<file path="config.mk">
export PLATFORM = sky130hd
export DESIGN_NAME = rmj_div_step
export DESIGN_NICKNAME = d
export VERILOG_FILES = /design/src/hw/rtl/rmj_div_step.sv
export SDC_FILE = /design/constraint.sdc
export NUM_CORES = 1
export LEC_CHECK = 0
export ABC_AREA = 1
export BUFFER_PORTS_ARGS = -buffer_cell sky130_fd_sc_hd__buf_4
export CAP_MARGIN = 20
export CORE_MARGIN = 1.5
export CORE_UTILIZATION = 52
export CTS_BUF_LIST = sky130_fd_sc_hd__clkbuf_8
export DETAILED_ROUTE_END_ITERATION = 8
export GPL_ROUTABILITY_DRIVEN = 0
export PLACE_DENSITY_LB_ADDON = 0.1
export SYNTH_ARGS = -nofsm -noshare
export SYNTH_HDL_FRONTEND = slang
export SYNTH_SLANG_ARGS = --single-unit
</file>
<file path="constraint.sdc">
create_clock -name clock -period 2 [get_ports clock]
set_input_delay 0.1 -clock clock [delete_from_list [all_inputs] [get_ports clock]]
set_output_delay 0.1 -clock clock [all_outputs]
set_load 0.05 [all_outputs]
</file>
<file path="src/hw/rtl/rmj_div_step.sv">
module rmj_div_step #(
   parameter int DW = 32
) (
   input  logic          clock,
   input  logic          adv,
   input  logic [DW-1:0] d_i,
   input  logic [DW-1:0] rem_i,
   input  logic [31:0]   nlo_i,
   input  logic [31:0]   q_i,
   output logic [DW-1:0] d_o,
   output logic [DW-1:0] rem_o,
   output logic [31:0]   nlo_o,
   output logic [31:0]   q_o
);
   logic [DW:0]   rem_sh, diff;
   logic          ge;
   logic [DW-1:0] d_ff, rem_ff, rem_in;
   logic [31:0]   nlo_ff, nlo_in, q_ff, q_in;

   // restoring division, one quotient bit
   always_comb begin
      rem_sh = {rem_i, nlo_i[31]};
      diff   = rem_sh - {1'b0, d_i};
      ge     = (rem_sh >= {1'b0, d_i});
      rem_in = ge ? diff[DW-1:0] : rem_sh[DW-1:0];
      nlo_in = {nlo_i[30:0], 1'b0};
      q_in   = {q_i[30:0], ge};
   end

   always_ff @(posedge clock) begin
      if (adv) begin
         d_ff   <= d_i;
         rem_ff <= rem_in;
         nlo_ff <= nlo_in;
         q_ff   <= q_in;
      end
   end

   assign d_o   = d_ff;
   assign rem_o = rem_ff;
   assign nlo_o = nlo_ff;
   assign q_o   = q_ff;

endmodule

</file>
-- Yosys cells after proc, flatten, opt, wreduce, memory -nomap -nowiden
Index checks and enable logic that the tools add are counted.
- flip-flop bits (word level): 127
- memories kept: 0
- bits in writable memories: 0
- output and inout bits: 128
- word-level logic and storage cells: 7
- bits in read-only memories: 0
- latch bits: 0
- bits of input ports: 130
- order comparisons: 1
- $mul: 0
- div/mod/pow operators: 0
- shift-type cells: 0
- reductions and logical operators: 0
- add/sub/neg operators: 1
- equality and inequality tests: 0
- bitwise gates (word level): 0
- muxes and demuxes: 1
- operators by type and width (kind ; count):
    $ge A33 B32 Y1 ; 1
    $mux W32 ; 1
    $sub A32 B32 Y32 ; 1

-- Logic depth before layout (Yosys ltp)
- depth in word-level cells: 2
- gate-level depth with buffers: 16
- mapped depth without buffers: 14

-- Least setup slack after synthesis
Ideal clock, no wire load.
- path type: input -> register
- start: input nlo_i[31]
- end: register rem_ff[16], in the netlist rem_o[16] (data pin)
- library setup time: 0.252 ns
- path buffers: 0
- required time: 1.748 ns
- setup slack: 0.305 ns
- stages: 13
- arrival: 1.443 ns
- path through: inv_1 ha_1 fa_1 inv_1 nand3_1 nand3_1 nand2_1 nand3_1 nand3_1 nand2_1 nand2_1 nand3_2 nand2_1
- longest elaborated chain between the ends: 2
- elaborated cells on any way between the ends: 3
- those cells by class: add/sub: 1; order compare: 1; mux: 1
- ends and longest elaborated chain (item ; line ; RTL):
    start, declared ; 8 ; input logic [31:0] nlo_i,
    $sub A32 B32 Y32 / $ge A33 B32 Y1 (equally long branches) ; 23, 24 ;
    $mux W32 (*) ; 25 ; rem_in = ge ? diff[DW-1:0] : rem_sh[DW-1:0];
    via rem_in[16] ; 17 ; logic [DW-1:0] d_ff, rem_ff, rem_in;
    end signal, assigned ; 33 ; rem_ff <= rem_in;
    end, declared ; 17 ;
The timed path passes the listed nets; every way through them passes the cells marked *.
A chain may end at the register's enable or synchronous reset.

-- Worst setup path in the final report
- start: input rem_i[30]
- end: register rem_ff[0], in the netlist rem_o[0] (data pin)
- longest elaborated chain between the ends: 2
- ends and longest elaborated chain (item ; line ; RTL):
    start, declared ; 7 ; input logic [DW-1:0] rem_i,
    $ge A33 B32 Y1 ; 24 ; ge = (rem_sh >= {1'b0, d_i});
    $mux W32 ; 25 ;
    via rem_in[0] ; 17 ;
The timed path passes the listed nets, and every way through them passes these cells.

==> qor.yml <==
run_status:
  outcome: "complete, no violations"
yosys:
  ys_types: 31
  syn_area_mm2: 0.00702
  synthCells: 781
  yosys_warnings: 0
  syn_avg_cell_area_um2: 8.99
  ys_seq_area_share_pct: 54.3
  syn-num-nets: 944
  ys_ff_latch: 127
setup_path:
  critPathArrivalTime_ns: 2.19
  end_kind: "flop"
  cp-start-kind: "input port"
  required_ns: 2.21
  critPathMaxFanout: 8
  path_class: "in2reg"
global_routing:
  grt_usage_pct: 35.1
  grt_pass1_wl_mm: 38.1
  grt_pass1_vias: 7173
  antenna_found_initial: 0
  grt_start_max_net_pins: 128
  grt_overflow: 0
power_and_ir_drop:
  power_density_mw_per_mm2: 774
  finalPower_uw: 8730
  peakVddDrop_uv: 408
  p_leak_uw: 0.00567
timing:
  grt_setup_unrepaired: "yes"
  period_minus_slack_ns: 1.98
  relSlewSlack_pct: 49.4
  clock.fmax_mhz: 505
  tightest_slew_ns: 0.759
  final.setup.tns_ns: 0
  finalCritPeriodShare_pct: 98.9
  final_hold_viol_count: 0
  setup_viol: 0
  maxSlewViolCount: 0
floorplan:
  num_rows: 42
  io_pins: 258
  die_w_um: 119
  die_y_um: 119
  start_util_pct: 53.2
  core_mm2: 0.0132
  die_area_mm2: 0.0142
final_layout:
  finalInstanceArea_mm2: 0.0113
  area_delta_synth_final_pct: 60.7
  fin_util_pct: 85.5
  fin_nets: 1383
  layout-drive-gt1-share_pct: 30.7
  fillCellCount: 708
  diodes: 0
route:
  postRouteAntennaNets: 0
  wl_per_cell_um: 18.0
  wl_mm: 25.4
  drcViolationCount: 0
  via_per_inst: 5.22
  drt_iter0_markers: 780
  firstDrtPassIters: 5
  vias: 7359
clock_network:
  htreeDepth: 4
  clkSinkCount: 127
  cts.clk_slew.worst_paths_ns: 0.08
  cts_buffers: 17
  root_buffer: "clkbuf_8"
  cts.path.max_buffers: 2
  cts_tree: "done"
placed_design:
  hpwl_mm: 14.4
  place_area_mm2: 0.00955
  port_buffers: 255
hold_path:
  worst_hold_path_type: "in2reg"
job:
  drv_cap: 0
report_power, final:
group,internal (µW),switching (µW)
Sequential,3240,98.3
Clock,1230,1150
Combinational,1100,1910
layout by cell type (no fill, tap or decap), types with 2 or more instances in the layout:
master         count
dlygate4sd3_1    124
nor3_1             6
inv_2              4
nand2_1          273
inv_1            150
and2_1             8
a21oi_1           19
clkinvlp_4         3
o21ai_0            2
nand3_2           17
buf_12             9
a21oi_2            2
clkbuf_8          17
xor2_1            13
nand2_2            7
buf_4            296
nand3_1           51
ha_1              31
nand3b_1          10
inv_6              2
clkinv_2           3
bufinv_16          3
nand4_1            2
nor3_4             2
clkinv_4           2
edfxtp_1         127
nor2_1            34
nor2_2             5
state kept, by name, indices dropped and copies added, names as in the netlist:
register and count:
d_o 32, nlo_o 31, q_o 32, rem_o 32
path summary, 6_finish.rpt:
check	to	from	slack, ns	cells after the start
worst max-delay path	rem_o[0]	rem_i[30]	0.02	11
worst min-delay path	rem_o[0]	nlo_i[31]	0.02	3
cell usage after synthesis:
cell type | count | share of area (%)
a21oi_1 | 21 | 1.5
and2_1 | 8 | 0.71
buf_12 | 1 | 0.29
buf_2 | 7 | 0.50
buf_4 | 1 | 0.11
buf_6 | 1 | 0.16
buf_8 | 1 | 0.21
conb_1 | 1 | 0.053
edfxtp_1 | 127 | 54
fa_1 | 1 | 0.29
ha_1 | 32 | 5.7
inv_1 | 149 | 8.0
inv_2 | 3 | 0.16
nand2_1 | 276 | 15
nand2_2 | 4 | 0.36
nand2_4 | 1 | 0.16
nand2_8 | 1 | 0.29
nand3_1 | 52 | 3.7
nand3_2 | 16 | 2.3
nand3b_1 | 10 | 1.1
nand4_1 | 2 | 0.18
nor2_1 | 34 | 1.8
nor2_2 | 5 | 0.45
nor2_4 | 1 | 0.16
nor3_1 | 6 | 0.43
nor3_2 | 2 | 0.29
o21ai_0 | 2 | 0.14
o21bai_1 | 1 | 0.11
or2_1 | 1 | 0.089
xnor2_1 | 1 | 0.12
xor2_1 | 13 | 1.6
timing repair:
item                                   4_1_cts  5_1_grt
endpoints found under the hold margin      124        0
gates resized for setup                      0       11
hold buffers                               124        0
setup buffers                                0        2
setup endpoints to repair                    0       31
per-layer routing:
metal  vias up  global-route usage [%]  part of all wire (%)
met3        90                    8.09                   9.2
met5         -                       0                     0
met2       512                    62.5                    50
met4         0                    13.0                   4.4
met1      3395                    41.3                    37
li1       3362                       -                     -
critical path, stage by stage:
cell           delay [ns]
dlygate4sd3_1        0.53
buf_4                0.15
ha_4                 0.29
inv_2                0.06
nor3_4               0.20
nand2_2              0.12
nor3_4               0.25
nand2_4              0.13
nand2_8              0.15
buf_4                0.13
o21ai_0              0.07
metrics by stage:
step           setup WS, ns  hold WS (ns)  instances
6_report             0.0215        0.0202       1409
5_1_grt             -0.0894        0.0411       1409
4_1_cts              0.0177        0.0142       1406
3_5_place_dp        -0.0749         0.279       1250
3_3_place_gp        -0.0454         0.278       1250
2_1_floorplan         0.305         0.199        781
cell type report:
type / instances / area [µm²] / area share (%)
Clock buffer: 17 / 234 / 2.07
Inverter: 152 / 571 / 5.06
Timing Repair Buffer: 431 / 3680 / 32.6
Sequential cell: 127 / 3810 / 33.8
Tap cell: 176 / 220 / 1.95
Clock inverter: 15 / 170 / 1.51
Multi-Input combinational cell: 491 / 2590 / 23.0
cells by family (layout without fill, tap and decap cells):
| kind of cell | after synthesis | count (layout) | share of synthesized area (%) |
|---|---|---|---|
| simple gates | 419 | 419 | 26.7 |
| buf+inv | 163 | 615 | 9.39 |
| flops | 127 | 127 | 54.3 |
| fa+ha+maj | 33 | 33 | 5.99 |
| compound gates | 24 | 24 | 1.75 |
| xor+xnor | 14 | 14 | 1.75 |
| other cells | 1 | 1 | 0.0534 |
No activity file was read; power rests on OpenSTA's default activity.
