[src/hw/rtl/rmj_sqrt_step.sv]
module rmj_sqrt_step #(
   parameter int STEP = 0
) (
   input  logic        clock,
   input  logic        adv,
   input  logic [63:0] s_i,
   input  logic [35:0] rem_i,
   input  logic [31:0] root_i,
   output logic [63:0] s_o,
   output logic [35:0] rem_o,
   output logic [31:0] root_o
);
   localparam int PI = 2 * (31 - STEP);

   logic [35:0] rem_sh, trial;
   logic        ge;
   logic [63:0] s_ff;
   logic [35:0] rem_ff, rem_in;
   logic [31:0] root_ff, root_in;

   // one root bit: bring down two radicand bits and try 4*root+1
   always_comb begin
      rem_sh  = {rem_i[33:0], s_i[PI+1:PI]};
      trial   = {2'b00, root_i, 2'b01};
      ge      = (rem_sh >= trial);
      rem_in  = ge ? (rem_sh - trial) : rem_sh;
      root_in = {root_i[30:0], ge};
   end

   always_ff @(posedge clock) begin
      if (adv) begin
         s_ff    <= s_i;
         rem_ff  <= rem_in;
         root_ff <= root_in;
      end
   end

   assign s_o    = s_ff;
   assign rem_o  = rem_ff;
   assign root_o = root_ff;

endmodule

[config.mk]
export PLATFORM = sky130hd
export DESIGN_NAME = rmj_sqrt_step
export DESIGN_NICKNAME = d
export VERILOG_FILES = /design/src/hw/rtl/rmj_sqrt_step.sv
export SDC_FILE = /design/constraint.sdc
export NUM_CORES = 1
export LEC_CHECK = 0
export ABC_AREA = 1
export BUFFER_PORTS_ARGS = -buffer_cell sky130_fd_sc_hd__buf_2
export CAP_MARGIN = 20
export CORE_MARGIN = 4
export CORE_UTILIZATION = 40
export DETAILED_ROUTE_END_ITERATION = 16
export PLACE_DENSITY = 0.66
export SYNTH_ARGS = -nofsm -noshare
export SYNTH_HDL_FRONTEND = slang
export SYNTH_SLANG_ARGS = --single-unit
[constraint.sdc]
create_clock -name clock -period 4.01 [get_ports clock]
set_input_delay 0.401 -clock clock [delete_from_list [all_inputs] [get_ports clock]]
set_output_delay 0.401 -clock clock [all_outputs]
set_load 0.01 [all_outputs]
Word-level counts from Yosys, hierarchy flattened
Index checks and enable logic that the tools add are counted.
Storage, ports and cells
  register bits after elaboration: 132
  bits of input ports: 134
  output and inout port bits: 132
  word-level logic and storage cells: 6
Operators by class
  $add $sub $neg: 1
  magnitude comparators: 1
  multiplexer cells: 1
Operators by type and width (count)
  36-bit by 34-bit >= comparator with 1-bit output: 1
  36-bit two-way mux: 1
  36-bit by 34-bit subtractor with 36-bit output: 1

Depth between registers and ports, before layout
Gate-level depths: netlist (run 1).
  depth in word-level cells: 2
  depth in mapped cells: 16
  gate-level depth less buffers: 15

Worst setup path after synthesis (run 1)
OpenSTA, ideal clock, no wires.
  path type: in2reg
  from: input port root_i[13]
  to: register rem_ff[33] (netlist: rem_o[33]) (data pin)
  setup time: 0.253 ns
  data arrival time: 1.780 ns
  path slack: 1.977 ns
  stages: 14
  cells stage by stage: inv_1 ha_1 nand2_2 nor2_2 nand2_1 nor2_1 nand2_1 nand3_2 nand3_4 nand2_8 inv_4 buf_6 nand2_1 nand2_1
On the way
  cells in the longest elaborated chain, start to end: 2
Ends and longest elaborated chain
  start: declaration: line 8  | input logic [31:0] root_i,
  36-bit by 34-bit subtractor with 36-bit output / 36-bit by 34-bit >= comparator with 1-bit output (equally long branches): line 26, 25
  36-bit two-way mux (*): line 26  | rem_in = ge ? (rem_sh - trial) : rem_sh;
  via rem_in[33]: line 18  | logic [35:0] rem_ff, rem_in;
  end signal: assignment: line 33  | rem_ff <= rem_in;
  end: declaration: line 18
The timed path passes the listed nets; every way through them passes the cells marked *.
A chain may end at the register's enable or synchronous reset.

Final worst setup path (run 1)
  from: input port root_i[16]
  to: register rem_ff[34] (netlist: rem_o[34]) (data pin)
The elaborated chain is that of the path after synthesis.

==> metrics.yaml, run 1 <==
global_route:
  grt_pass1_vias: 6157
  track_usage: 0.207
  gr-total-overflow: 0
  antenna_found_initial: 1
  grt_pass1_wl_mm: 32.6
  grt_max_degree: 103
pwr:
  power.share.clock: 0.371
  pwr-share-comb: 0.198
  switching_share: 0.298
  pwr-share-seq: 0.431
  power.switching_uw: 1190
  power_density_nw_per_um2: 426
  p_int_uw: 2800
  ir_drop_mv: 0.268
  p_leak_uw: 0.00474
  power_uw: 3980
finish:
  syn2layout_area_growth_pct: 29.5
  antenna_cells: 0
  regArea_sq_um: 3960
  fillers: 1689
  drive_gt1_frac: 0.277
  final_core_utilization: 0.535
  multiInputGateArea_sq_um: 2700
  final_nets: 1271
synthesis:
  syn-num-nets: 993
  synth_seq_area_share: 0.549
  syn_area_sq_um: 7220
  synth_edf_count: 132
  avgSynthCellArea_sq_um: 8.75
  synth_cell_types: 28
  ys.flop_type: "edfxtp_1"
  ys_seq_elements: 132
  ys_async_sr_fraction: 0
  synthCells: 825
  ys_warn_count: 0
clocking:
  cts_resized: 0
  clkTransAtPathRegs_ns: 0.06
  cts_tree: "built"
  htree_levels: 4
  clockBufferDepth: 2
  cts-root-buf: "clkbuf_16"
  cts.sinks: 132
  cts_hold_buf: 0
  cts_setup_buffers: 0
  cts_buffers: 17
sta:
  setup_viol: 0
  slew_viol_final: 0
  hold_viol: 0
  timing.fmax_mhz: 438
  holdWs_ns: 0.155
  fin_tns_setup_ns: 0
  min_period_over_period: 0.570
  worstMarginPinSlew_ns: 0.994
  rsz0062_at_grt: "false"
  maxSlewHeadroom: 0.338
  period_needed_ns: 2.28
hold_path:
  min_path_cells: 1
  hp-class: "input port to flop"
routing:
  vias: 6146
  drc: 0
  drtAntennaViolNets: 0
  wl_per_cell_microns: 15.6
  totalWireLength_mm: 20.9
  first_pass_iters: 4
  drtIter0Drc: 398
  vias_per_cell: 4.58
critical_path:
  path_cells: "buf_2, inv_1, ha_1, nand2_1, inv_1, nand2_1, nand2_1, a21oi_1, nand3_2, nand3_4, nand2_8, inv_4, a21oi_2"
  slowest_delay_ns: 0.37
  cp-start-kind: "input port"
  worstPathRequired_ns: 4.17
  cp-startpoint: "root_i[16]"
  crit_slowest_cell: "inv_4"
  crit_type: "input port to flop"
  worst-path-stages: 13
  crit_arrival_ns: 2.44
  critPathCapture: "rem_o[34]$_DFFE_PP_"
  path_delay_family: "simple AND/OR/NAND/NOR gates"
  cp.buffers_inverters: 4
  crit_path_end_kind: "flop"
  cp_max_fo: 37
  crit_path_frequent_cell: "nand2_1"
floorplanning:
  start_util: 0.413
  core_sq_um: 17500
  row_count: 48
  ios: 266
  die_h_microns: 142
  fp.dieW_microns: 142
  dieArea_sq_um: 20300
run_status:
  status: "finished clean"
place:
  io_buffers: 263
  place_hpwl_mm: 16.7
  globalplace.congestion: 0.901
flow_run:
  drv_cap: 0
[synth_stat cells (2+ instances only)]
cell | count | area share
nand2_1 | 326 | 0.17
edfxtp_1 | 132 | 0.55
inv_1 | 129 | 0.067
nor2_1 | 73 | 0.038
ha_1 | 34 | 0.059
nand3_1 | 33 | 0.023
a21oi_1 | 23 | 0.016
xor2_1 | 17 | 0.021
nand3b_1 | 12 | 0.012
nor3_1 | 10 | 0.0069
o21ai_0 | 6 | 0.0042
nor2_2 | 4 | 0.0035
buf_4 | 3 | 0.0031
buf_6 | 3 | 0.0047
nand4_1 | 3 | 0.0026
o21bai_1 | 3 | 0.0031
a21oi_2 | 2 | 0.0024
and2_1 | 2 | 0.0017
[final cells by class]
class / count / area share
tap: 225 / 0.0301
clock buffer: 17 / 0.0455
multi-input combinational: 556 / 0.289
inverter: 131 / 0.0529
sequential: 132 / 0.424
clock inverter: 15 / 0.0147
timing repair buffer: 265 / 0.143
[layer usage]
metal,wire length (microns),share of wire,track usage,up-vias
met5,13,0.00062,0,-
met4,385,0.018,0.0640,2
met3,1700,0.081,0.0528,23
met2,9960,0.48,0.347,195
met1,8880,0.42,0.264,2731
li1,-,-,-,3195
[metrics by stage]
stage	setup slack (ns)	std cells	area [sq um]
floorplan	1.98	825	7220
global placement	1.30	1309	8780
detailed placement	1.27	1309	8780
CTS	1.72	1341	9340
global route	1.47	1341	9340
finish	1.73	1341	9340
[flip-flops by register name (all words and copies together) (netlist names)]
| name | cells |
|---|---|
| s_o | 64 |
| root_o | 32 |
| rem_o | 36 |
[power by group through the flow]
stage               Clock (uW)  Combinational, uW  Sequential, uW
finish                    1480                789            1720
global route              1580                890            1730
CTS                       1520                799            1720
detailed placement           0                795            1750
global placement             0                788            1740
floorplan                    0                374            1820
[placed cells by master, fill, tap and decap left out, drive strengths merged]
master and instances:
nand4 3, nor2 77, nand3 35, and2 2
nor3 10, clkinvlp 2, o21ai 7, nand3b 12
edfxtp 132, a21o 1, clkbuf 17, inv 139
nand2 328, a21oi 25, o211ai 1, xnor2 1
ha 34, buf 265, clkinv 5, o21bai 3
xor2 17
[cells by family after synthesis]
family | after synthesis | share of synthesized area
simple gates | 467 | 0.265
compound gates | 37 | 0.0284
buf+inv | 137 | 0.0763
xor+xnor | 18 | 0.0218
flops | 132 | 0.549
fa+ha+maj | 34 | 0.0590
[worst min path at each step]
stage / from / end / slack, ns
2_1_floorplan: root_i[9] / root_o[10]$_DFFE_PP_ / 0.50
3_3_place_gp: s_i[1] / s_o[1]$_DFFE_PP_ / 0.58
3_5_place_dp: s_i[56] / s_o[56]$_DFFE_PP_ / 0.58
4_1_cts: s_i[60] / s_o[60]$_DFFE_PP_ / 0.14
5_1_grt: s_i[60] / s_o[60]$_DFFE_PP_ / 0.13
6_report: s_i[33] / s_o[33]$_DFFE_PP_ / 0.15
Note: power is estimated with default switching activity, not from simulation.
==> run 2: changes to the inputs <==
Settings changed: PLACE_DENSITY 0.66 to 0.69.
Clock period 4.01 ns to 1.9 ns, I/O delays scaled along.
==> run 2 against run 1 <==
Net effect:
- count of clock-buffer cells in the layout stayed put
- wire length is 22% higher
- first-iteration DRC count up 2.0%
- critical endpoint is now rem_o[29]$_DFFE_PP_
- highest routed layer is now met4
==> metrics.yaml, run 2 (synthesis gave the netlist of run 1 again) <==
global_route:
  grt_max_degree: 43  # was 103
  gr-total-overflow: 0  # unchanged
  grt_pass1_vias: 7240  # was 6157
  grt_pass1_wl_mm: 38.2  # was 32.6 mm
  track_usage: 0.247  # was 0.207
  antenna_found_initial: 0  # was 1
clocking:
  cts_tree: "built"  # unchanged
  cts-root-buf: "clkbuf_16"  # unchanged
  clockBufferDepth: 2  # unchanged
  cts_buffers: 17  # unchanged
  clkTransAtPathRegs_ns: 0.07  # was 0.06 ns
  htree_levels: 4  # unchanged
  cts.sinks: 132  # unchanged
  cts_setup_buffers: 0  # unchanged
sta:
  rsz0062_at_grt: "false"  # unchanged
  period_needed_ns: 1.76
  maxSlewHeadroom: 0.718  # was 0.338
  fin_ws_ns: 0.140  # was 1.73 ns
  worstMarginPinSlew_ns: 0.422  # was 0.994 ns
  hold_viol: 0  # unchanged
  timing.fmax_mhz: 568
  min_period_over_period: 0.927
  slew_viol_final: 0  # unchanged
  holdWs_ns: 0.0448  # was 0.155 ns
  setup_viol: 0  # unchanged
routing:
  drtAntennaViolNets: 0  # unchanged
  vias_per_cell: 4.62  # was 4.58
  first_pass_iters: 5  # was 4
  drc: 0  # unchanged
  wl_per_cell_microns: 16.3  # was 15.6 microns
  vias: 7225  # was 6146
  totalWireLength_mm: 25.5  # was 20.9 mm
  drtIter0Drc: 406  # was 398
place:
  placedCellCount: 1440  # was 1309
  globalplace.congestion: 0.907  # was 0.901
  io_buffers: 263  # unchanged
  place_hpwl_mm: 18.6  # was 16.7 mm
  dp_slack_ns: -0.356  # was 1.27 ns
hold_path:
  hp-class: "input port to flop"  # unchanged
finish:
  fillers: 1451  # was 1689
  final_core_utilization: 0.647  # was 0.535
  final_cell_mix: "nand2_1, buf_2, edfxtp_1, buf_4, inv_1"  # was nand2_1, buf_2, edfxtp_1, inv_1, nor2_1
  syn2layout_area_growth_pct: 56.7  # was 29.5%
  antenna_cells: 0  # unchanged
  final_common_cell: "nand2_1"  # unchanged
  largest_reg_flops: 64  # unchanged
  drive_gt1_frac: 0.331  # was 0.277
  final_nets: 1495  # was 1271
  final_cells: 1565  # was 1341
floorplanning:
  row_count: 48  # unchanged
  dieArea_sq_um: 20300  # unchanged
  start_util: 0.413  # unchanged
  ios: 266  # unchanged
  die_h_microns: 142  # unchanged
  core_sq_um: 17500  # unchanged
  fp.dieW_microns: 142  # unchanged
critical_path:
  crit_arrival_ns: 1.94  # was 2.44 ns
  cp-start-kind: "input port"  # unchanged
  crit_slowest_cell: "ha_1"  # was inv_4
  cp_max_fo: 9  # was 37
  crit_type: "input port to flop"  # unchanged
  crit_path_end_kind: "flop"  # unchanged
  worstPathRequired_ns: 2.08  # was 4.17 ns
  crit_path_frequent_cell: "nand2_1"  # unchanged
  path_cells: "buf_2, inv_1, ha_1, nand2_1, inv_1, nand2_1, nand2_1, a21oi_1, nand3_2, nand3_4, nand2_8, buf_4, nand3_1, nand2_1"  # was buf_2, inv_1, ha_1, nand2_1, inv_1, nand2_1, nand2_1, a21oi_1, nand3_2, nand3_4, nand2_8, inv_4, a21oi_2
  slowest_delay_ns: 0.30  # was 0.37 ns
pwr:
  p_leak_uw: 0.00576  # was 0.00474 uW
  power_density_nw_per_um2: 805  # was 426 nW/um^2
  ir_drop_mv: 0.630  # was 0.268 mV
  power_uw: 9100  # was 3980 uW
run_status:
  status: "finished clean"  # unchanged
flow_run:
  drv_cap: 0  # unchanged
## run 2: metrics by stage
stage	instance area, sq um	setup TNS (ns)
2_1_floorplan	7220	0
3_3_place_gp	9790	-10.68
3_5_place_dp	9790	-11.57
4_1_cts	11300	0
5_1_grt	11300	0
6_report	11300	0
## run 2: worst max-delay path, delay by kind of cell
family                     cells  cell delay, ns
AOI/OAI and AO/OA              1            0.23
adders and majority gates      1            0.30
buffers and inverters          4            0.40
and+or+nand+nor                8            0.80
## run 2: final cells by class
class	instances	area [sq um]	share of cell area
repair buffers	489	3280	0.290
clock inverters	15	145	0.0128
inverters	131	499	0.0442
well taps	225	282	0.0249
clock buffers	17	425	0.0376
multi-input cells	556	2710	0.240
flip-flops and latches	132	3960	0.351
## run 2: final timing paths
check	startpoint	to	slack, ns	depth (start not counted)
worst min-delay path	rem_i[5]	rem_o[7]$_DFFE_PP_	0.04	3
worst max-delay path	root_i[17]	rem_o[29]$_DFFE_PP_	0.14	14
## run 2: power breakdown
part | total (uW) | internal (uW) | switching [uW]
sequential | 3630 | 3550 | 81.5
clock | 3220 | 1730 | 1500
combinational | 2240 | 1040 | 1190
total | 9100 | 6330 | 2770
## run 2: repair_timing
action,in CTS,in global routing
gates resized for setup,0,6
hold buffers,93,0
hold endpoints to repair,93,0
setup endpoints to repair,0,35
## run 2: routing by layer
metal  up-vias  routed length, microns  track usage
met3        36                    1840       0.0538
met5         -                       0            0
met4         0                     605       0.0800
met1      3272                   10700        0.308
li1       3644                       -            -
met2       273                   12300        0.428
